File: src/rtl/core/dtt_pkg.sv
package dtt_pkg;

	localparam int NUM_TIMERS = 16;
	localparam int SLOT_W = (NUM_TIMERS > 1) ? $clog2(NUM_TIMERS) : 1;
	localparam int ID_CMP_W = 7;

	localparam int ID_W = 4;
	localparam int TIME_W = 48;
	localparam int PERIOD_W = 32;
	localparam int TAG_W = 16;
	localparam int KIND_W = 3;
	localparam int OP_W = 2;

	localparam int S_DATA_W = 152;
	localparam int M_DATA_W = 120;

	localparam logic [OP_W-1:0] OP_CREATE = 2'd0;
	localparam logic [OP_W-1:0] OP_DESTROY = 2'd1;
	localparam logic [OP_W-1:0] OP_TICK = 2'd2;

	localparam logic [KIND_W-1:0] KIND_CREATED = 3'd0;
	localparam logic [KIND_W-1:0] KIND_REJECTED = 3'd1;
	localparam logic [KIND_W-1:0] KIND_DESTROYED = 3'd2;
	localparam logic [KIND_W-1:0] KIND_UNKNOWN = 3'd3;
	localparam logic [KIND_W-1:0] KIND_FIRED = 3'd4;
	localparam logic [KIND_W-1:0] KIND_SUMMARY = 3'd5;

	typedef struct packed {
		logic [TIME_W-1:0] due;
		logic [PERIOD_W-1:0] period;
		logic periodic;
		logic [TAG_W-1:0] tag;
	} slot_entry_t;

	typedef struct packed {
		logic [KIND_W-1:0] result_kind;
		logic [ID_W-1:0] result_id;
		logic [TAG_W-1:0] fired_tag;
		logic [TIME_W-1:0] nearest_due_ms;
		logic [TIME_W-1:0] wait_ms;
		logic none_active;
		logic last;
	} result_t;

endpackage

File: src/rtl/core/deadline_timer_table_core.sv
// Table of dtt_pkg::NUM_TIMERS timer slots kept in one single-port-read slot memory with
// valid bits in flip-flops. An item is taken only while the block is idle. A create or
// destroy item passes through ST_ONE and gives its one result into the output register
// once that register is free. A tick item walks the slots in order, one slot per cycle
// through the memory read port unless a firing slot waits for the output register, and
// then gives its summary from ST_SUM. Each fired result comes out with last low, and the
// summary closes the tick with last high. The output register lets a finished result
// wait while the next item is taken.
module deadline_timer_table_core (
	input  logic                          clk,
	input  logic                          arst_n,
	input  logic                          s_tvalid,
	output logic                          s_tready,
	// timer_id, due_time_ms, period_ms, periodic, user_tag, now_ms, zero fill
	input  logic [dtt_pkg::S_DATA_W-1:0]  s_tdata,
	// operation
	input  logic [dtt_pkg::OP_W-1:0]      s_tuser,
	output logic                          m_tvalid,
	input  logic                          m_tready,
	// result_id, fired_tag, nearest_due_ms, wait_ms, none_active, zero fill
	output logic [dtt_pkg::M_DATA_W-1:0]  m_tdata,
	// result_kind
	output logic [dtt_pkg::KIND_W-1:0]    m_tuser,
	output logic                          m_tlast
);

	typedef enum logic [3:0] {
		ST_IDLE = 4'b0001,
		ST_ONE  = 4'b0010,
		ST_SCAN = 4'b0100,
		ST_SUM  = 4'b1000
	} state_t;

	state_t state_q;

	logic [dtt_pkg::NUM_TIMERS-1:0] valid_q;
	dtt_pkg::slot_entry_t mem [dtt_pkg::NUM_TIMERS];
	dtt_pkg::slot_entry_t rd_data_q;

	logic [dtt_pkg::OP_W-1:0] op_q;
	logic [dtt_pkg::ID_W-1:0] id_q;
	logic [dtt_pkg::TIME_W-1:0] due_in_q;
	logic [dtt_pkg::PERIOD_W-1:0] period_in_q;
	logic periodic_in_q;
	logic [dtt_pkg::TAG_W-1:0] tag_in_q;
	logic [dtt_pkg::TIME_W-1:0] now_q;

	logic [dtt_pkg::SLOT_W-1:0] idx_q;
	logic best_vld_q;
	logic [dtt_pkg::TIME_W-1:0] best_due_q;

	dtt_pkg::result_t out_q;
	logic out_vld_q;

	logic in_acc;
	logic out_free;
	logic out_load;
	dtt_pkg::result_t out_next;

	logic rd_en;
	logic [dtt_pkg::SLOT_W-1:0] rd_addr;
	logic wr_en;
	logic [dtt_pkg::SLOT_W-1:0] wr_addr;
	dtt_pkg::slot_entry_t wr_data;

	logic [dtt_pkg::SLOT_W-1:0] free_slot;
	logic table_full;
	logic [dtt_pkg::ID_CMP_W-1:0] id_ext;
	logic id_in_range;
	logic [dtt_pkg::SLOT_W-1:0] id_slot;

	logic fire;
	logic scan_go;
	logic scan_end;
	logic [dtt_pkg::TIME_W-1:0] reload_due;
	logic [dtt_pkg::TIME_W-1:0] new_due;
	logic still_valid;

	assign s_tready = (state_q == ST_IDLE);
	assign in_acc = s_tvalid && s_tready;
	assign out_free = !out_vld_q || m_tready;

	always_comb begin
		free_slot = '0;
		for (int i = dtt_pkg::NUM_TIMERS - 1; i >= 0; i--) begin
			if (!valid_q[i]) begin
				free_slot = dtt_pkg::SLOT_W'(i);
			end
		end
	end

	assign table_full = &valid_q;
	assign id_ext = dtt_pkg::ID_CMP_W'(id_q);
	assign id_in_range = id_ext < dtt_pkg::ID_CMP_W'(dtt_pkg::NUM_TIMERS);
	assign id_slot = id_ext[dtt_pkg::SLOT_W-1:0];

	assign fire = valid_q[idx_q] && (rd_data_q.due <= now_q);
	assign scan_go = (state_q == ST_SCAN) && (!fire || out_free);
	assign scan_end = idx_q == dtt_pkg::SLOT_W'(dtt_pkg::NUM_TIMERS - 1);
	assign reload_due = rd_data_q.due + dtt_pkg::TIME_W'(rd_data_q.period);
	assign new_due = (fire && rd_data_q.periodic) ? reload_due : rd_data_q.due;
	assign still_valid = valid_q[idx_q] && !(fire && !rd_data_q.periodic);

	always_comb begin
		rd_en = 1'b0;
		rd_addr = idx_q + 1'b1;
		wr_en = 1'b0;
		wr_addr = idx_q;
		wr_data = rd_data_q;
		wr_data.due = reload_due;
		out_load = 1'b0;
		out_next = '0;
		out_next.last = 1'b1;
		case (state_q)
			ST_IDLE: begin
				if (in_acc && s_tuser == dtt_pkg::OP_TICK) begin
					rd_en = 1'b1;
					rd_addr = '0;
				end
			end
			ST_ONE: begin
				if (out_free) begin
					case (op_q)
						dtt_pkg::OP_CREATE: begin
							out_load = 1'b1;
							if (table_full || due_in_q == '0) begin
								out_next.result_kind = dtt_pkg::KIND_REJECTED;
							end else begin
								out_next.result_kind = dtt_pkg::KIND_CREATED;
								out_next.result_id = dtt_pkg::ID_W'(free_slot);
								wr_en = 1'b1;
								wr_addr = free_slot;
								wr_data.due = due_in_q;
								wr_data.period = period_in_q;
								wr_data.periodic = periodic_in_q;
								wr_data.tag = tag_in_q;
							end
						end
						dtt_pkg::OP_DESTROY: begin
							out_load = 1'b1;
							out_next.result_id = id_q;
							if (id_in_range && valid_q[id_slot]) begin
								out_next.result_kind = dtt_pkg::KIND_DESTROYED;
							end else begin
								out_next.result_kind = dtt_pkg::KIND_UNKNOWN;
							end
						end
						default: begin
						end
					endcase
				end
			end
			ST_SCAN: begin
				if (scan_go) begin
					rd_en = !scan_end;
					if (fire) begin
						out_load = 1'b1;
						out_next.result_kind = dtt_pkg::KIND_FIRED;
						out_next.result_id = dtt_pkg::ID_W'(idx_q);
						out_next.fired_tag = rd_data_q.tag;
						out_next.last = 1'b0;
						wr_en = rd_data_q.periodic;
					end
				end
			end
			ST_SUM: begin
				if (out_free) begin
					out_load = 1'b1;
					out_next.result_kind = dtt_pkg::KIND_SUMMARY;
					if (best_vld_q) begin
						out_next.nearest_due_ms = best_due_q;
						if (best_due_q > now_q) begin
							out_next.wait_ms = best_due_q - now_q;
						end
					end else begin
						out_next.none_active = 1'b1;
					end
				end
			end
			default: begin
			end
		endcase
	end

	always_ff @(posedge clk) begin
		if (wr_en) begin
			mem[wr_addr] <= wr_data;
		end
		if (rd_en) begin
			rd_data_q <= mem[rd_addr];
		end
	end

	always_ff @(posedge clk) begin
		if (in_acc) begin
			id_q <= s_tdata[3:0];
			due_in_q <= s_tdata[51:4];
			period_in_q <= s_tdata[83:52];
			periodic_in_q <= s_tdata[84];
			tag_in_q <= s_tdata[100:85];
			now_q <= s_tdata[148:101];
		end
		if (out_load) begin
			out_q <= out_next;
		end
		if (state_q == ST_IDLE) begin
			best_due_q <= '0;
		end else if (scan_go && still_valid && (!best_vld_q || new_due < best_due_q)) begin
			best_due_q <= new_due;
		end
	end

	always_ff @(posedge clk or negedge arst_n) begin
		if (!arst_n) begin
			state_q <= ST_IDLE;
			op_q <= dtt_pkg::OP_CREATE;
			valid_q <= '0;
			idx_q <= '0;
			best_vld_q <= 1'b0;
			out_vld_q <= 1'b0;
		end else begin
			if (out_load) begin
				out_vld_q <= 1'b1;
			end else if (m_tready) begin
				out_vld_q <= 1'b0;
			end
			case (state_q)
				ST_IDLE: begin
					idx_q <= '0;
					best_vld_q <= 1'b0;
					if (in_acc) begin
						op_q <= s_tuser;
						if (s_tuser == dtt_pkg::OP_TICK) begin
							state_q <= ST_SCAN;
						end else if (s_tuser == dtt_pkg::OP_CREATE
								|| s_tuser == dtt_pkg::OP_DESTROY) begin
							state_q <= ST_ONE;
						end
					end
				end
				ST_ONE: begin
					if (out_free) begin
						state_q <= ST_IDLE;
						if (op_q == dtt_pkg::OP_CREATE && !table_full && due_in_q != '0) begin
							valid_q[free_slot] <= 1'b1;
						end
						if (op_q == dtt_pkg::OP_DESTROY && id_in_range) begin
							valid_q[id_slot] <= 1'b0;
						end
					end
				end
				ST_SCAN: begin
					if (scan_go) begin
						valid_q[idx_q] <= still_valid;
						if (still_valid && (!best_vld_q || new_due < best_due_q)) begin
							best_vld_q <= 1'b1;
						end
						if (scan_end) begin
							state_q <= ST_SUM;
						end else begin
							idx_q <= idx_q + 1'b1;
						end
					end
				end
				ST_SUM: begin
					if (out_free) begin
						state_q <= ST_IDLE;
					end
				end
				default: begin
					state_q <= ST_IDLE;
				end
			endcase
		end
	end

	assign m_tvalid = out_vld_q;
	assign m_tuser = out_q.result_kind;
	assign m_tlast = out_q.last;
	assign m_tdata = {3'b000, out_q.none_active, out_q.wait_ms, out_q.nearest_due_ms,
		out_q.fired_tag, out_q.result_id};

endmodule

File: config.mk
export PLATFORM = sky130hd
export DESIGN_NAME = deadline_timer_table_core
export DESIGN_NICKNAME = d
export VERILOG_FILES = /design/src/rtl/core/dtt_pkg.sv /design/src/rtl/core/deadline_timer_table_core.sv
export SDC_FILE = /design/constraint.sdc
export NUM_CORES = 2
export LEC_CHECK = 0
export BUFFER_PORTS_ARGS = -buffer_cell sky130_fd_sc_hd__buf_2
export CORE_MARGIN = 3
export CORE_UTILIZATION = 35
export CTS_CLUSTER_SIZE = 20
export DETAILED_ROUTE_END_ITERATION = 10
export PLACE_DENSITY = 0.59
export RECOVER_POWER = 25
export SETUP_SLACK_MARGIN = 0.15
export SYNTH_ARGS = -nofsm -noshare
export SYNTH_HDL_FRONTEND = slang
export SYNTH_SLANG_ARGS = --single-unit
File: constraint.sdc
create_clock -name clk -period 7.1 [get_ports clk]
set_input_delay 1.42 -clock clk [delete_from_list [all_inputs] [get_ports clk]]
set_output_delay 1.42 -clock clk [all_outputs]
set_load 0.05 [all_outputs]
==> impl_metrics.prom <==
# TYPE chip_impl_metric gauge
chip_impl_metric{name="syn-cell-area",unit="um^2"} 83600
chip_impl_info{name="grt_setup_unrepaired",value="no"} 1
chip_impl_metric{name="gr_met3_demand_resource",unit="%"} 2.75
chip_impl_metric{name="place_hpwl",unit="um"} 141000
chip_impl_metric{name="postSynthRegisterBits",unit=""} 1995
chip_impl_metric{name="setup_viol_count_final",unit=""} 0
chip_impl_metric{name="clkSinkCount",unit=""} 1995
chip_impl_metric{name="power.density_cell_area",unit="nW/um^2"} 327
chip_impl_metric{name="die_h",unit="um"} 495
chip_impl_metric{name="synth-seq-area-share",unit="%"} 70.9
chip_impl_metric{name="wl",unit="um"} 240000
chip_impl_metric{name="setup.reg_to_reg.worst_slack",unit="ps"} 450
chip_impl_metric{name="gpl.final_weighted_congestion",unit=""} 0.919
chip_impl_metric{name="final_antenna_violating_net_count",unit=""} 0
chip_impl_metric{name="synth_compound_area_share",unit="%"} 11.4
chip_impl_info{name="synth.largest_area_cell",value="sky130_fd_sc_hd__edfxtp_1"} 1
chip_impl_metric{name="clock_pin_slew_on_the_worst_setup_and_hold_paths",unit="ps"} 60
chip_impl_metric{name="antenna_violations_before_repair",unit=""} 21
chip_impl_metric{name="final_period_minus_worst_setup_slack",unit="ps"} 6650
chip_impl_metric{name="nets",unit=""} 6444
chip_impl_metric{name="port-buffer-count",unit=""} 277
chip_impl_info{name="crit_chain",value="ha_1 -> o21ai_0 -> nor4_1 -> o311ai_1 -> a21bo_2 -> a31oi_2 -> a221o_1 -> a32oi_1 -> nor3_1 -> xor2_1 -> ha_1 -> a21o_1 -> a21o_1 -> a21oi_1 -> o21ai_0 -> a21o_1 -> a21oi_1 -> o21ai_0 -> or4_1 -> a21oi_4 -> buf_4 -> mux2i_1 -> nor2_1"} 1
chip_impl_metric{name="die-area",unit="um^2"} 245000
chip_impl_metric{name="yosys_top_cell_area_share",unit="%"} 68.9
chip_impl_info{name="largest_family_of_logic_cells_by_synthesized_area",value="compound AO/OA/AOI/OAI gates"} 1
chip_impl_metric{name="finish.cell_count_without_fillers",unit=""} 9433
chip_impl_metric{name="fin_worst_skew",unit="ps"} 38.0
chip_impl_metric{name="remaining_overflow_grt",unit=""} 0
chip_impl_info{name="crit_path_top_delay_cell",value="sky130_fd_sc_hd__or4_1"} 1
chip_impl_metric{name="async_reset_ff_share",unit="%"} 1.40
chip_impl_metric{name="critical_path.max_fanout",unit=""} 20
chip_impl_metric{name="clk_latency",unit="ps"} 850
chip_impl_metric{name="layout-area-overhead-vs-synth",unit="%"} 14.1
chip_impl_info{name="cts_tree",value="yes"} 1
chip_impl_metric{name="rows",unit=""} 178
chip_impl_metric{name="synth_xor_area_share",unit="%"} 0.953
chip_impl_metric{name="synthesis.area_per_instance",unit="um^2"} 14.3
chip_impl_metric{name="critical_path_required",unit="ps"} 7770
chip_impl_metric{name="vias",unit=""} 52200
chip_impl_info{name="crit_path_start_kind",value="flip-flop"} 1
chip_impl_metric{name="grt_pass1_wl",unit="um"} 346000
chip_impl_metric{name="finalMaxSlewViolations",unit=""} 716
chip_impl_metric{name="track_usage",unit="%"} 19.1
chip_impl_metric{name="detailedRoute.firstIterationViolations",unit=""} 5390
chip_impl_metric{name="drc",unit=""} 0
chip_impl_metric{name="worst_tran_pin_value",unit="ps"} 3510
chip_impl_metric{name="report.final.hold_viol_count",unit=""} 0
chip_impl_metric{name="design.core.area",unit="um^2"} 237000
chip_impl_metric{name="ctsLongestPathBuffers",unit=""} 3
chip_impl_metric{name="synth.distinct_cells",unit=""} 76
chip_impl_info{name="synthTopCellsByArea",value="sky130_fd_sc_hd__edfxtp_1, sky130_fd_sc_hd__nand2_1, sky130_fd_sc_hd__mux4_2"} 1
chip_impl_metric{name="dpl_cell_area",unit="um^2"} 89500
chip_impl_metric{name="synth_simple_gate_area_share",unit="%"} 7.97
chip_impl_info{name="violated_checks",value="capacitance limit, slew limit"} 1
chip_impl_metric{name="cap_violations",unit=""} 15
chip_impl_metric{name="worst-endpoint-arrival",unit="ps"} 7320
chip_impl_metric{name="grt_pass1_vias",unit=""} 49800
chip_impl_metric{name="finish.instance_area",unit="um^2"} 95400
chip_impl_info{name="synth_top_flop_cell",value="sky130_fd_sc_hd__edfxtp_1"} 1
chip_impl_metric{name="htree_levels",unit=""} 4
chip_impl_metric{name="fin_crit_sh",unit="%"} 93.6
chip_impl_metric{name="post_drt_via_cell_ratio",unit=""} 5.54
chip_impl_metric{name="syn_inst",unit=""} 5847
chip_impl_info{name="grt_most_used_layer",value="met2"} 1
chip_impl_metric{name="routedWlPerCell",unit="um"} 25.5
chip_impl_info{name="netlist_top_cells_count",value="sky130_fd_sc_hd__edfxtp_1, sky130_fd_sc_hd__nand2_1, sky130_fd_sc_hd__clkbuf_1"} 1
chip_impl_metric{name="drive_above_1_share",unit="%"} 10.9
chip_impl_metric{name="post_synth_edffs",unit=""} 1919
chip_impl_metric{name="die_x",unit="um"} 495
chip_impl_info{name="yosysMostFrequentCell",value="sky130_fd_sc_hd__edfxtp_1"} 1
chip_impl_metric{name="ir_drop",unit="mV"} 0.244
chip_impl_metric{name="synth-adder-area-share",unit="%"} 2.73
chip_impl_metric{name="setup_ws",unit="ps"} 451
chip_impl_metric{name="grtUsageMet2",unit="%"} 30.0
chip_impl_metric{name="place_ws",unit="ps"} 363
chip_impl_metric{name="numCtsBuffers",unit=""} 195
chip_impl_metric{name="leakage_power_summed_over_all_cells",unit="nW"} 31.0
chip_impl_metric{name="max_clock_freq",unit="MHz"} 150
chip_impl_info{name="crit_path_end_kind",value="flip-flop"} 1
chip_impl_metric{name="initial_utilization",unit="%"} 35.4
chip_impl_metric{name="yosysWarningCount",unit=""} 0
chip_impl_metric{name="grtUsageMet1",unit="%"} 27.1
chip_impl_info{name="run_status",value="finished, violations left"} 1
chip_impl_metric{name="grt_start_max_net_pins",unit=""} 232
chip_impl_metric{name="io-pin-count",unit=""} 284
chip_impl_info{name="clk_root_buffer_cell",value="sky130_fd_sc_hd__clkbuf_16"} 1
chip_impl_metric{name="relSlewSlack",unit="%"} -134
chip_impl_info{name="criticalPathCategory",value="flip-flop to flip-flop"} 1
chip_impl_metric{name="cell_count_after_placement",unit=""} 9058
chip_impl_metric{name="max_stage_delay",unit="ps"} 550
chip_impl_metric{name="share_of_synthesized_area_spent_on_multiplexers",unit="%"} 3.73
chip_impl_metric{name="drt_first_pass_iters",unit=""} 6
chip_impl_metric{name="fin_total_pwr",unit="mW"} 31.2
chip_impl_info{name="type_of_the_worst_min_delay_path",value="flip-flop to flip-flop"} 1
==> path summary, 6_finish.rpt <==
path / start / to / depth (start not counted)
max in group asynchronous: arst_n / valid_q[1] / 1
min in group asynchronous: arst_n / valid_q[7] / 1
worst max register to register: rd_data_q[20] / best_due_q[10] / 23
worst max-delay path: rd_data_q[20] / best_due_q[10] / 23
worst min-delay path: best_due_q[46] / best_due_q[46] / 2
worst min register to register: best_due_q[46] / best_due_q[46] / 2
==> report_power, final <==
| part | switching, mW | leakage [nW] | internal, mW |
|---|---|---|---|
| clock network | 4.51 | 3.06 | 5.66 |
| registers | 0.389 | 18.1 | 14.3 |
| logic | 4.54 | 9.80 | 1.77 |
| total | 9.44 | 31.0 | 21.7 |
==> per-layer routing <==
| layer | part of all wire (%) | up-vias |
|---|---|---|
| met3 | 6.8 | 334 |
| met4 | 3.2 | 8 |
| met2 | 46 | 2007 |
| met1 | 44 | 26600 |
| met5 | 0.023 | - |
| li1 | - | 23300 |
==> flip-flops by register name, summed over array words and instances, names as in the netlist, 2 cells and up <==
signal       cells
now_q           48
idx_q            4
due_in_q        48
state_q          4
mem           1552
m_tdata        117
best_due_q      48
rd_data_q       97
valid_q         16
op_q             2
period_in_q     32
id_q             4
m_tuser          3
tag_in_q        16
==> area by class of cell <==
class / instances / area [um^2]
fillers: 21700 / 141000
inverters: 132 / 507
repair buffers: 428 / 2810
clock inverters: 121 / 1140
well taps: 3150 / 3940
clock buffers: 247 / 5120
diodes: 7 / 17.5
multi-input cells: 3353 / 22600
flip-flops and latches: 1995 / 59300
==> critical path, delay by kind of cell, from the launching register on <==
kind / cells / cell delay [ps]
xor gates and xnor gates: 1 / 290
AOI/OAI and AO/OA: 14 / 3010
adders and majority gates: 2 / 710
muxes: 1 / 220
and+or+nand+nor: 4 / 1360
DFF: 1 / 530
buffers and inverters: 1 / 350
==> placed cells by master, fill, tap and decap left out, types with 9 or more instances in the layout <==
cell	instances
sky130_fd_sc_hd__or2_2	9
sky130_fd_sc_hd__buf_12	48
sky130_fd_sc_hd__ha_1	179
sky130_fd_sc_hd__a211oi_1	210
sky130_fd_sc_hd__clkinv_1	33
sky130_fd_sc_hd__clkbuf_1	261
sky130_fd_sc_hd__nand2b_1	14
sky130_fd_sc_hd__xnor2_1	47
sky130_fd_sc_hd__nor2_4	13
sky130_fd_sc_hd__clkbuf_16	196
sky130_fd_sc_hd__mux2i_1	44
sky130_fd_sc_hd__xor2_1	43
sky130_fd_sc_hd__o221ai_1	196
sky130_fd_sc_hd__a31oi_1	212
sky130_fd_sc_hd__buf_4	83
sky130_fd_sc_hd__nand4_1	38
sky130_fd_sc_hd__nand2_1	740
sky130_fd_sc_hd__mux4_2	106
sky130_fd_sc_hd__buf_2	81
sky130_fd_sc_hd__a21o_1	54
sky130_fd_sc_hd__clkinv_2	43
sky130_fd_sc_hd__and3_1	69
sky130_fd_sc_hd__and2_1	156
sky130_fd_sc_hd__bufinv_16	14
sky130_fd_sc_hd__a21oi_1	152
sky130_fd_sc_hd__mux2_2	26
sky130_fd_sc_hd__nand3_1	37
sky130_fd_sc_hd__nand3b_1	9
sky130_fd_sc_hd__edfxtp_1	1919
sky130_fd_sc_hd__nor3_1	46
sky130_fd_sc_hd__o22ai_1	195
sky130_fd_sc_hd__nor2b_1	26
sky130_fd_sc_hd__and2_0	65
sky130_fd_sc_hd__dfxtp_1	48
sky130_fd_sc_hd__o21a_1	20
sky130_fd_sc_hd__nor4_1	19
sky130_fd_sc_hd__nor2_1	181
sky130_fd_sc_hd__inv_1	130
sky130_fd_sc_hd__o21ai_0	333
sky130_fd_sc_hd__dfrtp_1	27
==> cells by family (layout without fill, tap and decap cells) <==
| family | count (synthesis) | count (layout) |
|---|---|---|
| mux | 176 | 176 |
| buf+inv | 501 | 928 |
| simple gates | 1450 | 1450 |
| compound gates | 1452 | 1452 |
| flops | 1995 | 1995 |
| other cells | 1 | 10 |
| xor+xnor | 91 | 91 |
| fa+ha+maj | 181 | 181 |
==> stage by stage <==
step                      hold slack [ps]  util [%]  TNS, ps
after detailed placement              543      37.8        0
after floorplan                       492         -  -302030
after CTS                             551      40.5        0
after global placement                538      37.8        0
final                                 549      40.3        0
after global routing                  567      40.3        0
==> what timing repair did <==
action	CTS	global route
endpoints found under the setup margin	0	24
setup buffers	0	0
hold buffers	0	0
gates resized for setup	0	2
Note: power is estimated with default switching activity, not from simulation.
